`config.mk`:
```
export PLATFORM = sky130hd
export DESIGN_NAME = image_header_dimension_sniffer_core
export DESIGN_NICKNAME = d
export VERILOG_FILES = /design/src/design/isd_pkg.sv /design/src/design/isd_jpeg.sv /design/src/design/isd_tiff.sv /design/src/design/isd_judge.sv /design/src/design/image_header_dimension_sniffer_core.sv
export SDC_FILE = /design/constraint.sdc
export NUM_CORES = 2
export LEC_CHECK = 0
export ABC_AREA = 0
export BUFFER_PORTS_ARGS = -buffer_cell sky130_fd_sc_hd__buf_2
export CAP_MARGIN = 25
export CORE_ASPECT_RATIO = 1.5
export CORE_MARGIN = 8
export CORE_UTILIZATION = 50
export CTS_CLUSTER_SIZE = 40
export DETAILED_ROUTE_END_ITERATION = 16
export MAX_ROUTING_LAYER = met4
export PLACE_DENSITY = 0.66
export SLEW_MARGIN = 20
export SYNTH_ARGS = -nofsm -noshare
export SYNTH_HDL_FRONTEND = slang
export SYNTH_HIERARCHICAL = 1
export SYNTH_SLANG_ARGS = --single-unit
```
`constraint.sdc`:
```
create_clock -name clk_i -period 16.6 [get_ports clk_i]
set_clock_uncertainty 0.05 [all_clocks]
set_input_delay 3.32 -clock clk_i [delete_from_list [all_inputs] [get_ports clk_i]]
set_output_delay 3.32 -clock clk_i [all_outputs]
set_load 0.02 [all_outputs]
```
`src/design/isd_pkg.sv`:
```
package isd_pkg;

  localparam int unsigned PositionBitsDef = 32;
  localparam int unsigned HdrLen = 30;
  localparam int unsigned WinLen = 20;

  localparam logic [2:0] FMT_PNG  = 3'd0;
  localparam logic [2:0] FMT_JPEG = 3'd1;
  localparam logic [2:0] FMT_GIF  = 3'd2;
  localparam logic [2:0] FMT_WEBP = 3'd3;
  localparam logic [2:0] FMT_BMP  = 3'd4;
  localparam logic [2:0] FMT_ISO  = 3'd5;
  localparam logic [2:0] FMT_TIFF = 3'd6;
  localparam logic [2:0] FMT_ICO  = 3'd7;

  localparam logic [15:0] TIFF_TAG_WIDTH  = 16'h0100;
  localparam logic [15:0] TIFF_TAG_HEIGHT = 16'h0101;
  localparam logic [15:0] TIFF_TYPE_SHORT = 16'd3;

  typedef logic [HdrLen-1:0][7:0] hdr_t;

  typedef struct packed {
    logic        done;
    logic [15:0] width;
    logic [15:0] height;
  } jpg_stat_t;

  typedef struct packed {
    logic        done;
    logic [31:0] width;
    logic [31:0] height;
  } size_stat_t;

endpackage

```
`src/design/isd_jpeg.sv`:
```
module isd_jpeg (
  input  logic                clk_i,
  input  logic                rst_ni,
  input  logic                en_i,
  input  logic                clr_i,
  input  logic [7:0]          data_i,
  output isd_pkg::jpg_stat_t  stat_o
);

  localparam logic [3:0] J_SOI0   = 4'd0;
  localparam logic [3:0] J_SOI1   = 4'd1;
  localparam logic [3:0] J_SCAN   = 4'd2;
  localparam logic [3:0] J_MARK   = 4'd3;
  localparam logic [3:0] J_LEN_HI = 4'd4;
  localparam logic [3:0] J_LEN_LO = 4'd5;
  localparam logic [3:0] J_SKIP   = 4'd6;
  localparam logic [3:0] J_FRAME  = 4'd7;
  localparam logic [3:0] J_DONE   = 4'd8;
  localparam logic [3:0] J_DEAD   = 4'd9;

  logic [3:0]  state_q, state_d;
  logic [15:0] skip_q, skip_d;
  logic        frame_q, frame_d;
  logic        done_q, done_d;
  logic [15:0] w_q, w_d, h_q, h_d;
  logic [15:0] seg;

  always_comb begin
    state_d = state_q;
    skip_d  = skip_q;
    frame_d = frame_q;
    done_d  = done_q;
    w_d     = w_q;
    h_d     = h_q;
    seg     = {skip_q[15:8], data_i};
    case (state_q)
      J_SOI0: state_d = (data_i == 8'hFF) ? J_SOI1 : J_DEAD;
      J_SOI1: state_d = (data_i == 8'hD8) ? J_SCAN : J_DEAD;
      J_SCAN: if (data_i == 8'hFF) state_d = J_MARK;
      J_MARK: begin
        if (data_i == 8'hFF) begin
          state_d = J_MARK;
        end else if (data_i == 8'hD8 || data_i == 8'h01 ||
                     (data_i >= 8'hD0 && data_i <= 8'hD7)) begin
          state_d = J_SCAN;
        end else begin
          frame_d = (data_i >= 8'hC0) && (data_i <= 8'hCF) && (data_i != 8'hC4) &&
                    (data_i != 8'hC8) && (data_i != 8'hCC);
          state_d = J_LEN_HI;
        end
      end
      J_LEN_HI: begin
        skip_d  = {data_i, 8'h00};
        state_d = J_LEN_LO;
      end
      J_LEN_LO: begin
        if (seg < 16'd2) begin
          state_d = J_DEAD;
        end else if (frame_q) begin
          skip_d  = '0;
          w_d     = '0;
          h_d     = '0;
          state_d = J_FRAME;
        end else begin
          skip_d  = seg - 16'd2;
          state_d = (seg == 16'd2) ? J_SCAN : J_SKIP;
        end
      end
      J_SKIP: begin
        skip_d = skip_q - 16'd1;
        if (skip_d == '0) state_d = J_SCAN;
      end
      J_FRAME: begin
        // precision, height hi/lo, width hi/lo
        case (skip_q[2:0])
          3'd1:    h_d[15:8] = data_i;
          3'd2:    h_d[7:0]  = data_i;
          3'd3:    w_d[15:8] = data_i;
          3'd4:    w_d[7:0]  = data_i;
          default: ;
        endcase
        if (skip_q >= 16'd4) begin
          done_d  = 1'b1;
          state_d = J_DONE;
        end else begin
          skip_d = skip_q + 16'd1;
        end
      end
      default: ;
    endcase
  end

  always_ff @(posedge clk_i or negedge rst_ni) begin
    if (!rst_ni) begin
      state_q <= J_SOI0;
      skip_q  <= '0;
      frame_q <= 1'b0;
      done_q  <= 1'b0;
      w_q     <= '0;
      h_q     <= '0;
    end else if (en_i) begin
      if (clr_i) begin
        state_q <= J_SOI0;
        skip_q  <= '0;
        frame_q <= 1'b0;
        done_q  <= 1'b0;
        w_q     <= '0;
        h_q     <= '0;
      end else begin
        state_q <= state_d;
        skip_q  <= skip_d;
        frame_q <= frame_d;
        done_q  <= done_d;
        w_q     <= w_d;
        h_q     <= h_d;
      end
    end
  end

  assign stat_o = '{done: done_d, width: w_d, height: h_d};

endmodule

```
`src/design/isd_tiff.sv`:
```
module isd_tiff #(
  parameter int unsigned PositionBits = isd_pkg::PositionBitsDef
) (
  input  logic                    clk_i,
  input  logic                    rst_ni,
  input  logic                    en_i,
  input  logic                    clr_i,
  input  logic [7:0]              data_i,
  input  logic [PositionBits-1:0] pos_i,
  input  logic [7:0][7:0]         hdr_i,
  output isd_pkg::size_stat_t     stat_o
);

  localparam int unsigned CmpBits = (PositionBits > 32) ? PositionBits : 32;

  localparam logic [2:0] T_HDR   = 3'd0;
  localparam logic [2:0] T_SEEK  = 3'd1;
  localparam logic [2:0] T_COUNT = 3'd2;
  localparam logic [2:0] T_ENTRY = 3'd3;
  localparam logic [2:0] T_DONE  = 3'd4;
  localparam logic [2:0] T_DEAD  = 3'd5;

  logic [2:0]        state_q, state_d;
  logic [31:0]       off_q, off_d;
  logic [15:0]       left_q, left_d;
  logic [1:0]        tags_q, tags_d;
  logic              little_q, little_d;
  logic [3:0]        idx_q, idx_d;
  logic [11:0][7:0]  ent_q, ent_d;
  logic              done_q, done_d;
  logic [31:0]       w_q, w_d, h_q, h_d;
  logic [15:0]       tag, typ;
  logic [31:0]       val, hoff;
  logic              is_ii, is_mm;

  always_comb begin
    state_d  = state_q;
    off_d    = off_q;
    left_d   = left_q;
    tags_d   = tags_q;
    little_d = little_q;
    idx_d    = idx_q;
    ent_d    = ent_q;
    done_d   = done_q;
    w_d      = w_q;
    h_d      = h_q;
    is_ii    = (hdr_i[0] == 8'h49) && (hdr_i[1] == 8'h49) &&
               (hdr_i[2] == 8'h2A) && (hdr_i[3] == 8'h00);
    is_mm    = (hdr_i[0] == 8'h4D) && (hdr_i[1] == 8'h4D) &&
               (hdr_i[2] == 8'h00) && (hdr_i[3] == 8'h2A);
    hoff     = is_ii ? {hdr_i[7], hdr_i[6], hdr_i[5], hdr_i[4]}
                     : {hdr_i[4], hdr_i[5], hdr_i[6], hdr_i[7]};
    if (idx_q < 4'd12) ent_d[idx_q] = data_i;
    tag = little_q ? {ent_d[1], ent_d[0]} : {ent_d[0], ent_d[1]};
    typ = little_q ? {ent_d[3], ent_d[2]} : {ent_d[2], ent_d[3]};
    if (typ == isd_pkg::TIFF_TYPE_SHORT) begin
      val = little_q ? {16'h0, ent_d[9], ent_d[8]} : {16'h0, ent_d[8], ent_d[9]};
    end else begin
      val = little_q ? {ent_d[11], ent_d[10], ent_d[9], ent_d[8]}
                     : {ent_d[8], ent_d[9], ent_d[10], ent_d[11]};
    end
    case (state_q)
      T_HDR: begin
        ent_d = ent_q;
        if (pos_i == PositionBits'(7)) begin
          if (!is_ii && !is_mm) begin
            state_d = T_DEAD;
          end else begin
            little_d = is_ii;
            off_d    = hoff;
            state_d  = (hoff < 32'd8) ? T_DEAD : T_SEEK;
          end
        end
      end
      T_SEEK: begin
        ent_d = ent_q;
        if (CmpBits'(pos_i) == CmpBits'(off_q)) begin
          ent_d[0] = data_i;
          state_d  = T_COUNT;
        end
      end
      T_COUNT: begin
        ent_d    = ent_q;
        ent_d[1] = data_i;
        left_d   = little_q ? {data_i, ent_q[0]} : {ent_q[0], data_i};
        idx_d    = '0;
        state_d  = (left_d != '0) ? T_ENTRY : T_DEAD;
      end
      T_ENTRY: begin
        idx_d = idx_q + 4'd1;
        if (idx_q == 4'd11) begin
          idx_d = '0;
          if (tag == isd_pkg::TIFF_TAG_WIDTH || tag == isd_pkg::TIFF_TAG_HEIGHT) begin
            if (tag == isd_pkg::TIFF_TAG_WIDTH) w_d = val;
            else h_d = val;
            tags_d = tags_q + 2'd1;
          end
          if (tags_d >= 2'd2) begin
            done_d  = 1'b1;
            state_d = T_DONE;
          end else begin
            left_d = left_q - 16'd1;
            if (left_d == '0) state_d = T_DEAD;
          end
        end
      end
      default: ent_d = ent_q;
    endcase
  end

  always_ff @(posedge clk_i or negedge rst_ni) begin
    if (!rst_ni) begin
      state_q  <= T_HDR;
      off_q    <= '0;
      left_q   <= '0;
      tags_q   <= '0;
      little_q <= 1'b0;
      idx_q    <= '0;
      done_q   <= 1'b0;
      w_q      <= '0;
      h_q      <= '0;
    end else if (en_i) begin
      if (clr_i) begin
        state_q  <= T_HDR;
        off_q    <= '0;
        left_q   <= '0;
        tags_q   <= '0;
        little_q <= 1'b0;
        idx_q    <= '0;
        done_q   <= 1'b0;
        w_q      <= '0;
        h_q      <= '0;
      end else begin
        state_q  <= state_d;
        off_q    <= off_d;
        left_q   <= left_d;
        tags_q   <= tags_d;
        little_q <= little_d;
        idx_q    <= idx_d;
        done_q   <= done_d;
        w_q      <= w_d;
        h_q      <= h_d;
      end
    end
  end

  always_ff @(posedge clk_i) begin
    if (en_i) ent_q <= ent_d;
  end

  assign stat_o = '{done: done_d, width: w_d, height: h_d};

endmodule

```
`src/design/isd_judge.sv`:
```
module isd_judge #(
  parameter int unsigned PositionBits = isd_pkg::PositionBitsDef
) (
  input  isd_pkg::hdr_t           hdr_i,
  input  logic [PositionBits-1:0] pos_i,
  input  isd_pkg::jpg_stat_t      jpeg_i,
  input  isd_pkg::size_stat_t     iso_i,
  input  isd_pkg::size_stat_t     tiff_i,
  output logic                    found_o,
  output logic [2:0]              format_o,
  output logic [31:0]             width_o,
  output logic [31:0]             height_o
);

  isd_pkg::hdr_t b;
  logic          riff, is_png, is_gif, is_bmp, is_iso, is_ico;
  logic          vp8x, vp8l, vp8;
  logic [31:0]   lbits, bx, by;

  assign b = hdr_i;

  always_comb begin
    is_png = (pos_i >= PositionBits'(23)) &&
             ({b[0], b[1], b[2], b[3]} == 32'h89504E47) &&
             ({b[4], b[5], b[6], b[7]} == 32'h0D0A1A0A) &&
             ({b[12], b[13], b[14], b[15]} == 32'h49484452);
    is_gif = (pos_i >= PositionBits'(9)) && ({b[0], b[1], b[2], b[3]} == 32'h47494638);
    riff   = (pos_i >= PositionBits'(29)) && ({b[0], b[1], b[2], b[3]} == 32'h52494646) &&
             ({b[8], b[9], b[10], b[11]} == 32'h57454250);
    vp8x   = riff && ({b[12], b[13], b[14], b[15]} == 32'h56503858);
    vp8l   = riff && ({b[12], b[13], b[14], b[15]} == 32'h5650384C) && (b[20] == 8'h2F);
    vp8    = riff && ({b[12], b[13], b[14], b[15]} == 32'h56503820) &&
             (b[23] == 8'h9D) && (b[24] == 8'h01) && (b[25] == 8'h2A);
    is_bmp = (pos_i >= PositionBits'(25)) && (b[0] == 8'h42) && (b[1] == 8'h4D);
    is_iso = (pos_i >= PositionBits'(11)) && ({b[4], b[5], b[6], b[7]} == 32'h66747970) &&
             iso_i.done && (iso_i.width != '0) && !iso_i.width[31] &&
             (iso_i.height != '0) && !iso_i.height[31];
    is_ico = (pos_i >= PositionBits'(21)) && (b[0] == 8'h00) && (b[1] == 8'h00) &&
             (b[2] == 8'h01 || b[2] == 8'h02) && (b[3] == 8'h00) &&
             ({b[5], b[4]} != 16'h0);
    lbits  = {b[24], b[23], b[22], b[21]};
    bx     = {b[21], b[20], b[19], b[18]};
    by     = {b[25], b[24], b[23], b[22]};

    found_o  = 1'b1;
    format_o = isd_pkg::FMT_PNG;
    width_o  = '0;
    height_o = '0;
    if (is_png) begin
      width_o  = {b[16], b[17], b[18], b[19]};
      height_o = {b[20], b[21], b[22], b[23]};
    end else if (jpeg_i.done) begin
      format_o = isd_pkg::FMT_JPEG;
      width_o  = {16'h0, jpeg_i.width};
      height_o = {16'h0, jpeg_i.height};
    end else if (is_gif) begin
      format_o = isd_pkg::FMT_GIF;
      width_o  = {16'h0, b[7], b[6]};
      height_o = {16'h0, b[9], b[8]};
    end else if (vp8x) begin
      format_o = isd_pkg::FMT_WEBP;
      width_o  = {8'h0, b[22], b[21], b[20]} + 32'd1;
      height_o = {8'h0, b[25], b[24], b[23]} + 32'd1;
    end else if (vp8l) begin
      format_o = isd_pkg::FMT_WEBP;
      width_o  = {18'h0, lbits[13:0]} + 32'd1;
      height_o = {18'h0, lbits[27:14]} + 32'd1;
    end else if (vp8) begin
      format_o = isd_pkg::FMT_WEBP;
      width_o  = {18'h0, b[27][5:0], b[26]};
      height_o = {18'h0, b[29][5:0], b[28]};
    end else if (is_bmp) begin
      format_o = isd_pkg::FMT_BMP;
      width_o  = bx[31] ? (32'd0 - bx) : bx;
      height_o = by[31] ? (32'd0 - by) : by;
    end else if (is_iso) begin
      format_o = isd_pkg::FMT_ISO;
      width_o  = iso_i.width;
      height_o = iso_i.height;
    end else if (tiff_i.done) begin
      format_o = isd_pkg::FMT_TIFF;
      width_o  = tiff_i.width;
      height_o = tiff_i.height;
    end else if (is_ico) begin
      format_o = isd_pkg::FMT_ICO;
      width_o  = (b[6] != 8'h0) ? {24'h0, b[6]} : 32'd256;
      height_o = (b[7] != 8'h0) ? {24'h0, b[7]} : 32'd256;
    end else begin
      found_o = 1'b0;
    end
  end

endmodule

```
`src/design/image_header_dimension_sniffer_core.sv`:
```
// A beat is held in the input register; when the last beat of a file leaves it,
// the result is loaded into the output register.
// Throughput: one byte per cycle, limited only by a result not yet taken.
// Reset (rst_ni low, asynchronous) clears all walkers and positions; the block
// also returns to that state by itself after each file's last byte.
module image_header_dimension_sniffer_core #(
  parameter int unsigned PositionBits = isd_pkg::PositionBitsDef
) (
  input  logic        clk_i,
  input  logic        rst_ni,
  input  logic        in_valid_i,
  output logic        in_ready_o,
  input  logic [7:0]  data_byte_i,
  input  logic        last_i,
  output logic        out_valid_o,
  input  logic        out_ready_i,
  output logic        found_o,
  output logic [2:0]  format_o,
  output logic [31:0] width_o,
  output logic [31:0] height_o
);

  localparam int unsigned WinLen = isd_pkg::WinLen;
  localparam logic [PositionBits-1:0] PosMax = '1;

  logic                     in_valid_q, in_last_q;
  logic [7:0]               in_byte_q;
  logic                     advance, clr;
  logic [PositionBits-1:0]  pos_q;
  isd_pkg::hdr_t            hdr_q, hdr_d;
  logic [WinLen-1:0][7:0]   win_q, win_d;
  isd_pkg::size_stat_t      iso_q, iso_d;
  isd_pkg::jpg_stat_t       jpeg_stat;
  isd_pkg::size_stat_t      tiff_stat;
  logic                     j_found;
  logic [2:0]               j_format;
  logic [31:0]              j_width, j_height;
  logic                     out_valid_q;

  assign advance    = in_valid_q && (!in_last_q || !out_valid_q || out_ready_i);
  assign clr        = advance && in_last_q;
  assign in_ready_o = !in_valid_q || advance;

  always_ff @(posedge clk_i or negedge rst_ni) begin
    if (!rst_ni) begin
      in_valid_q <= 1'b0;
    end else if (in_valid_i && in_ready_o) begin
      in_valid_q <= 1'b1;
    end else if (advance) begin
      in_valid_q <= 1'b0;
    end
  end

  always_ff @(posedge clk_i) begin
    if (in_valid_i && in_ready_o) begin
      in_byte_q <= data_byte_i;
      in_last_q <= last_i;
    end
  end

  always_comb begin
    for (int i = 0; i < isd_pkg::HdrLen; i++) begin
      hdr_d[i] = (pos_q == PositionBits'(i)) ? in_byte_q : hdr_q[i];
    end
    win_d = {in_byte_q, win_q[WinLen-1:1]};
    iso_d = iso_q;
    if (pos_q >= PositionBits'(WinLen - 1) && !iso_q.done &&
        {win_d[0], win_d[1], win_d[2], win_d[3]} == 32'h69737065) begin
      iso_d.done   = 1'b1;
      iso_d.width  = {win_d[8], win_d[9], win_d[10], win_d[11]};
      iso_d.height = {win_d[12], win_d[13], win_d[14], win_d[15]};
    end
  end

  always_ff @(posedge clk_i or negedge rst_ni) begin
    if (!rst_ni) begin
      pos_q <= '0;
      iso_q <= '0;
    end else if (advance) begin
      if (clr) begin
        pos_q <= '0;
        iso_q <= '0;
      end else begin
        pos_q <= (pos_q == PosMax) ? PosMax : pos_q + 1'b1;
        iso_q <= iso_d;
      end
    end
  end

  always_ff @(posedge clk_i) begin
    if (advance) begin
      hdr_q <= hdr_d;
      win_q <= win_d;
    end
  end

  isd_jpeg u_jpeg (
    .clk_i  (clk_i),
    .rst_ni (rst_ni),
    .en_i   (advance),
    .clr_i  (clr),
    .data_i (in_byte_q),
    .stat_o (jpeg_stat)
  );

  isd_tiff #(.PositionBits(PositionBits)) u_tiff (
    .clk_i  (clk_i),
    .rst_ni (rst_ni),
    .en_i   (advance),
    .clr_i  (clr),
    .data_i (in_byte_q),
    .pos_i  (pos_q),
    .hdr_i  (hdr_d[7:0]),
    .stat_o (tiff_stat)
  );

  isd_judge #(.PositionBits(PositionBits)) u_judge (
    .hdr_i    (hdr_d),
    .pos_i    (pos_q),
    .jpeg_i   (jpeg_stat),
    .iso_i    (iso_d),
    .tiff_i   (tiff_stat),
    .found_o  (j_found),
    .format_o (j_format),
    .width_o  (j_width),
    .height_o (j_height)
  );

  always_ff @(posedge clk_i or negedge rst_ni) begin
    if (!rst_ni) begin
      out_valid_q <= 1'b0;
    end else if (clr) begin
      out_valid_q <= 1'b1;
    end else if (out_ready_i) begin
      out_valid_q <= 1'b0;
    end
  end

  always_ff @(posedge clk_i) begin
    if (clr) begin
      found_o  <= j_found;
      format_o <= j_format;
      width_o  <= j_width;
      height_o <= j_height;
    end
  end

  assign out_valid_o = out_valid_q;

  a_pos_restart: assert property (@(posedge clk_i) disable iff (!rst_ni)
    clr |=> pos_q == '0)
    else $error("position not cleared after last beat");

  a_not_found_zero: assert property (@(posedge clk_i) disable iff (!rst_ni)
    out_valid_q && !found_o |-> width_o == '0 && height_o == '0 &&
                                format_o == isd_pkg::FMT_PNG)
    else $error("result fields nonzero without a match");

  a_ready_when_empty: assert property (@(posedge clk_i) disable iff (!rst_ni)
    !out_valid_q |-> in_ready_o)
    else $error("input stalled with empty output register");

  a_result_source: assert property (@(posedge clk_i) disable iff (!rst_ni)
    $rose(out_valid_q) |-> $past(clr))
    else $error("result appeared without a last beat");

endmodule
```
# --- Yosys cells after proc, flatten, opt, wreduce, memory -nomap -nowiden ---
# Cells that the tools add are included.
word_totals:
  in_bits: 13
  out_inout_bits: 70
  elab_cells: 485
  regBits: 837
op_classes:
  n_mux: 166
  magnitude_cmp: 18
  n_addsub: 13
  eq_ne: 94
  n_bitwise: 2
  reduce_logical: 102
ops:
  columns: ["op", "count"]
  rows:
  - ["$mux 32", 41]
  - ["$eq 32x5->1 const B", 14]
  - ["$eq 32x31->1 const B", 9]
  - ["$pmux 96 s3", 1]
  - ["$mux 16", 17]
  - ["$mux 8", 34]
  - ["$eq 32x4->1 const B", 8]
  - ["$ge 32x5->1 const B", 5]
  - ["$mux 65", 2]
  - ["$eq 32x3->1 const B", 4]
  - ["$bwmux 96", 1]
  - ["$mux 96", 1]
  - ["$pmux 16 s2", 3]
  - ["$eq 32x2->1 const B", 2]
  - ["$eq 32x32->1 const B", 2]
  - ["$ge 32x4->1 const B", 2]
  - ["$pmux 16 s4", 1]
  - ["$reduce_bool 32->1", 2]
  - ["$sub 1x32->32 const A", 2]
  - ["$add 24x1->25 const B", 2]
  - ["$mux 3", 15]
  - ["$logic_and 1x1->1", 44]
  - ["$mux 4", 11]
  - ["$eq 8x7->1 const B", 5]
  - ["68 further kinds", 167]

# --- Longest topological paths before layout ---
logic_depth:
  depth_word: 25
  ltp_mapped: 19

# --- Cells and area by module ---
# Netlist, hierarchy kept.
by_module_without_submodules:
  columns: ["mod", "area_each_um2", "seq_area_each_um2", "cells_per_inst", "n_inst"]
  rows:
  - ["image_header_dimension_sniffer_core", 23739.0, 16560.9, 1498, 1]
  - ["isd_tiff", 11113.2, 4999.8, 1256, 1]
  - ["isd_judge", 7578.5, 0.0, 1234, 1]
  - ["isd_jpeg", 4414.2, 1351.3, 565, 1]

# --- Worst setup path before layout ---
# OpenSTA, ideal clock, no wires.
synth_timing:
  path_type: "input -> register"
  start: "in out_ready_i"
  end: "reg u_tiff/ent_q[16] in the netlist's numbering, enable pin"
  cell_stages: 8
  path_buffers: 3
  slack_ns: -2.663
  t_arrival_ns: 18.700
  setup_ns: 0.513
  path_cell_list: "nand3b_1 > nand2_1 > inv_1 > clkbuf_1 > clkbuf_1 > clkbuf_1 > inv_1 > nor3_1"
synth_between:
  elab_chain_len: 3
synth_rtl:
  columns: ["item", "line", "text"]
  rows:
  - ["start, declared", "image_header_dimension_sniffer_core.sv:16", "input logic out_ready_i,"]
  - ["$logic_or 1x1->1", "image_header_dimension_sniffer_core.sv:40", "assign advance = in_valid_q && (!in_last_q || !out_valid_q || out_ready_i);"]
  - ["$logic_and 1x1->1", "image_header_dimension_sniffer_core.sv:40", null]
  - ["named net advance", "image_header_dimension_sniffer_core.sv:28", "logic advance, clr;"]
  - ["$reduce_and 4->1 (no source line)", null, null]
  - ["end signal, assigned", "isd_tiff.sv:148", "if (en_i) ent_q <= ent_d;"]
  - ["end, declared", "isd_tiff.sv:29", "logic [11:0][7:0] ent_q, ent_d;"]
# The timed path passes the listed nets, and every way through them passes these cells.
# A chain may end at the register's enable or synchronous reset.

# --- Final worst setup path ---
layout_timing:
  start: "in out_ready_i"
  end: "out in_ready_o"
layout_between:
  elab_chain_len: 3
layout_rtl:
  columns: ["item", "line", "text"]
  rows:
  - ["$logic_or 1x1->1", "image_header_dimension_sniffer_core.sv:40", null]
  - ["$logic_and 1x1->1", "image_header_dimension_sniffer_core.sv:40", null]
  - ["$logic_or 1x1->1", "image_header_dimension_sniffer_core.sv:42", "assign in_ready_o = !in_valid_q || advance;"]
  - ["end, declared", "image_header_dimension_sniffer_core.sv:12", "output logic in_ready_o,"]
# No other way between the ends.

==> summary.json <==
{
  "final_period_minus_worst_setup_slack": {"value": 7410, "unit": "ps"},
  "postSynthAreaPerCell": {"value": 10.3, "unit": "um2"},
  "crit_path_start_kind": {"value": "input port"},
  "finalCritPeriodShare": {"value": 44.6, "unit": "%"},
  "post-route-cell-area": {"value": 0.0511, "unit": "mm2"},
  "netlist_area": {"value": 0.0467, "unit": "mm2"},
  "core_area": {"value": 0.0927, "unit": "mm2"},
  "p_leak": {"value": 18.5, "unit": "nW"},
  "grt_pass1_wl": {"value": 251000, "unit": "um"},
  "numCtsBuffers": {"value": 84},
  "tightest_slew": {"value": 1130, "unit": "ps"},
  "critPathMaxFanout": {"value": 3},
  "finalHoldViolCount": {"value": 0},
  "avgRoutedWirePerCell": {"value": 29.6, "unit": "um"},
  "synth.yosys.warnings": {"value": 6},
  "firstDrtPassIters": {"value": 7},
  "layout_setup_ws": {"value": 9190, "unit": "ps"},
  "ir_worst_vdd": {"value": 0.000107, "unit": "V"},
  "crit_path_end_kind": {"value": "output port"},
  "powerDensity": {"value": 117, "unit": "mW/mm2"},
  "worst_ep_arrival_time": {"value": 4040, "unit": "ps"},
  "worstRegToRegCells": {"value": 14},
  "via_cell_ratio": {"value": 6.83},
  "rows": {"value": 137},
  "status": {"value": "finished clean"},
  "ratio_of_cells_with_drive_above_1_in_the_final_layout": {"value": 16.2, "unit": "%"},
  "die_area": {"value": 0.104, "unit": "mm2"},
  "synthToLayoutAreaGrowth": {"value": 9.57, "unit": "%"},
  "track_usage": {"value": 33.0, "unit": "%"},
  "busiest_layer": {"value": "met2"},
  "ant_nets": {"value": 0},
  "postRouteWirelength": {"value": 171000, "unit": "um"},
  "initial_core_util": {"value": 50.3, "unit": "%"},
  "cts_setup_buffers": {"value": 0},
  "largest_net_degree_at_the_start_of_global_routing": {"value": 152},
  "finish.net_count": {"value": 4499},
  "clk_pin_slew": {"value": 60, "unit": "ps"},
  "hpwl": {"value": 116000, "unit": "um"},
  "rr_startpoint": {"value": "pos_q[29]"},
  "cts.htree.levels": {"value": 3},
  "data_required_time_of_the_worst_path": {"value": 13230, "unit": "ps"},
  "drtIter0Drc": {"value": 5080},
  "whs_endpoint": {"value": "win_d[132]"},
  "worstReg2RegEnd": {"value": "height_o[5]"},
  "synth_nets": {"value": 4589},
  "number_of_antenna_violations_at_the_first_check_in_global_routing": {"value": 6},
  "post-place-ws": {"value": 9120, "unit": "ps"},
  "drc": {"value": 0},
  "clock_tree.buffer_depth": {"value": 3},
  "tritoncts": {"value": "yes"},
  "count_of_pins_over_their_slew_limit": {"value": 0},
  "die_h": {"value": 390, "unit": "um"},
  "relSlewSlack": {"value": 24.8, "unit": "%"},
  "die-width": {"value": 265, "unit": "um"},
  "ff2ff_setup_slack": {"value": 9520, "unit": "ps"},
  "min_from": {"value": "win_d[140]"},
  "hold_path_class": {"value": "reg -> reg"},
  "timing.hold.worst_path_depth": {"value": 0},
  "max-cap-violations": {"value": 0},
  "gr-usage-met3": {"value": 5.61, "unit": "%"},
  "post_cts_hold_buffer_count": {"value": 0},
  "rsz0062_at_grt": {"value": "no"},
  "ios": {"value": 83},
  "first_global_vias": {"value": 37700},
  "grt_util_met1": {"value": 39.2, "unit": "%"},
  "timing.fmax": {"value": 135, "unit": "MHz"},
  "netlist_instances": {"value": 4545},
  "placedInstanceArea": {"value": 0.0480, "unit": "mm2"},
  "report.final.setup_viol": {"value": 0},
  "grtUsageMet2": {"value": 50.7, "unit": "%"},
  "fin_tns_setup": {"value": 0, "unit": "ps"},
  "place_congestion": {"value": 1.08},
  "port_buffer_count": {"value": 82},
  "post_cts.resized_instances": {"value": 0},
  "dr_total_vias": {"value": 39500},
  "clock-sinks": {"value": 805},
  "grt-ovfl-total": {"value": 0},
  "critical_path_class": {"value": "in -> out"},
  "insertion_delay": {"value": 710, "unit": "ps"},
  "cts.root.buffer_cell": {"value": "sky130_fd_sc_hd__clkbuf_16"}
}
worst max path at each step:
stage | end | from | slack (ps) | depth (start not counted)
after floorplan | u_tiff/ent_q[16] | out_ready_i | 3300 | 8
after global placement | in_ready_o | out_ready_i | 9210 | 3
after detailed placement | u_tiff/left_q[14] | out_ready_i | 9120 | 12
after CTS | in_ready_o | out_ready_i | 9190 | 3
after global routing | in_ready_o | out_ready_i | 9190 | 3
final | in_ready_o | out_ready_i | 9190 | 3
layout make-up:
class | count | area (um2)
antenna | 4 | 10.0
clock buffer | 103 | 2280
clock inverter | 53 | 807
fill | 8071 | 41600
inverter | 65 | 259
multi-input combinational | 3327 | 22300
sequential | 805 | 22800
tap | 1251 | 1570
timing repair buffer | 172 | 1170
cell usage in the layout, fill, tap and decap left out, types with 15 or more instances in the layout:
master	instances
sky130_fd_sc_hd__a211o_1	15
sky130_fd_sc_hd__a211oi_1	62
sky130_fd_sc_hd__a21o_1	17
sky130_fd_sc_hd__a21oi_1	165
sky130_fd_sc_hd__a221o_1	20
sky130_fd_sc_hd__a221oi_1	22
sky130_fd_sc_hd__a22o_1	27
sky130_fd_sc_hd__a31oi_1	53
sky130_fd_sc_hd__and2_1	33
sky130_fd_sc_hd__and3_1	61
sky130_fd_sc_hd__and4_1	21
sky130_fd_sc_hd__buf_2	82
sky130_fd_sc_hd__buf_4	84
sky130_fd_sc_hd__bufinv_16	15
sky130_fd_sc_hd__clkbuf_16	86
sky130_fd_sc_hd__dfrtp_1	276
sky130_fd_sc_hd__edfxtp_1	529
sky130_fd_sc_hd__ha_1	31
sky130_fd_sc_hd__inv_1	57
sky130_fd_sc_hd__mux2_2	303
sky130_fd_sc_hd__mux2i_1	111
sky130_fd_sc_hd__nand2_1	578
sky130_fd_sc_hd__nand2_2	16
sky130_fd_sc_hd__nand2b_1	20
sky130_fd_sc_hd__nand3_1	128
sky130_fd_sc_hd__nand4_1	67
sky130_fd_sc_hd__nor2_1	283
sky130_fd_sc_hd__nor3_1	83
sky130_fd_sc_hd__nor4_1	97
sky130_fd_sc_hd__nor4b_1	19
sky130_fd_sc_hd__o211ai_1	153
sky130_fd_sc_hd__o21ai_0	286
sky130_fd_sc_hd__o22ai_1	35
sky130_fd_sc_hd__o2bb2ai_1	20
sky130_fd_sc_hd__o31ai_1	73
sky130_fd_sc_hd__or3_1	20
sky130_fd_sc_hd__or4_1	27
sky130_fd_sc_hd__xnor2_1	122
sky130_fd_sc_hd__xor2_1	61
report_power, final:
part / switching [W] / internal (W)
registers: 0.000196 / 0.00242
clock network: 0.000891 / 0.00123
logic: 0.000831 / 0.000422
total: 0.00192 / 0.00407
worst max-delay path: stages:
cell and delay [ps]:
sky130_fd_sc_hd__buf_2 140, sky130_fd_sc_hd__nand4b_1 300, sky130_fd_sc_hd__buf_2 270
layer usage:
metal	vias up	share of wire, %
met4	0	8.5
li1	17000	-
met5	-	0
met2	2383	46
met1	19500	37
met3	653	8.9
sequential cells by signal, indices dropped and copies added, names as in the netlist, 2 cells and up:
| register | flops |
|---|---|
| u_jpeg/state_q | 4 |
| win_d | 152 |
| width_o | 32 |
| u_jpeg/skip_q | 16 |
| in_byte_q | 8 |
| u_tiff/w_q | 32 |
| iso_q | 65 |
| height_o | 32 |
| u_tiff/idx_q | 4 |
| u_tiff/h_q | 32 |
| pos_q | 32 |
| u_tiff/left_q | 16 |
| u_jpeg/w_q | 16 |
| format_o | 3 |
| u_tiff/off_q | 32 |
| u_tiff/state_q | 3 |
| u_jpeg/h_q | 16 |
| u_tiff/tags_q | 2 |
| u_tiff/ent_q | 64 |
| hdr_q | 236 |
metrics by stage:
stage / total power [W] / instances / hold WS [ps] / utilization (%)
CTS: 0.00598 / 5773 / 362 / 55.1
global placement: 0.00385 / 5616 / 351 / 51.7
detailed placement: 0.00387 / 5617 / 355 / 51.8
floorplan: 0.00347 / 4545 / 350 / -
global route: 0.00620 / 5780 / 368 / 55.2
finish: 0.00599 / 5780 / 361 / 55.2
Power figures use the tool's default switching activity.
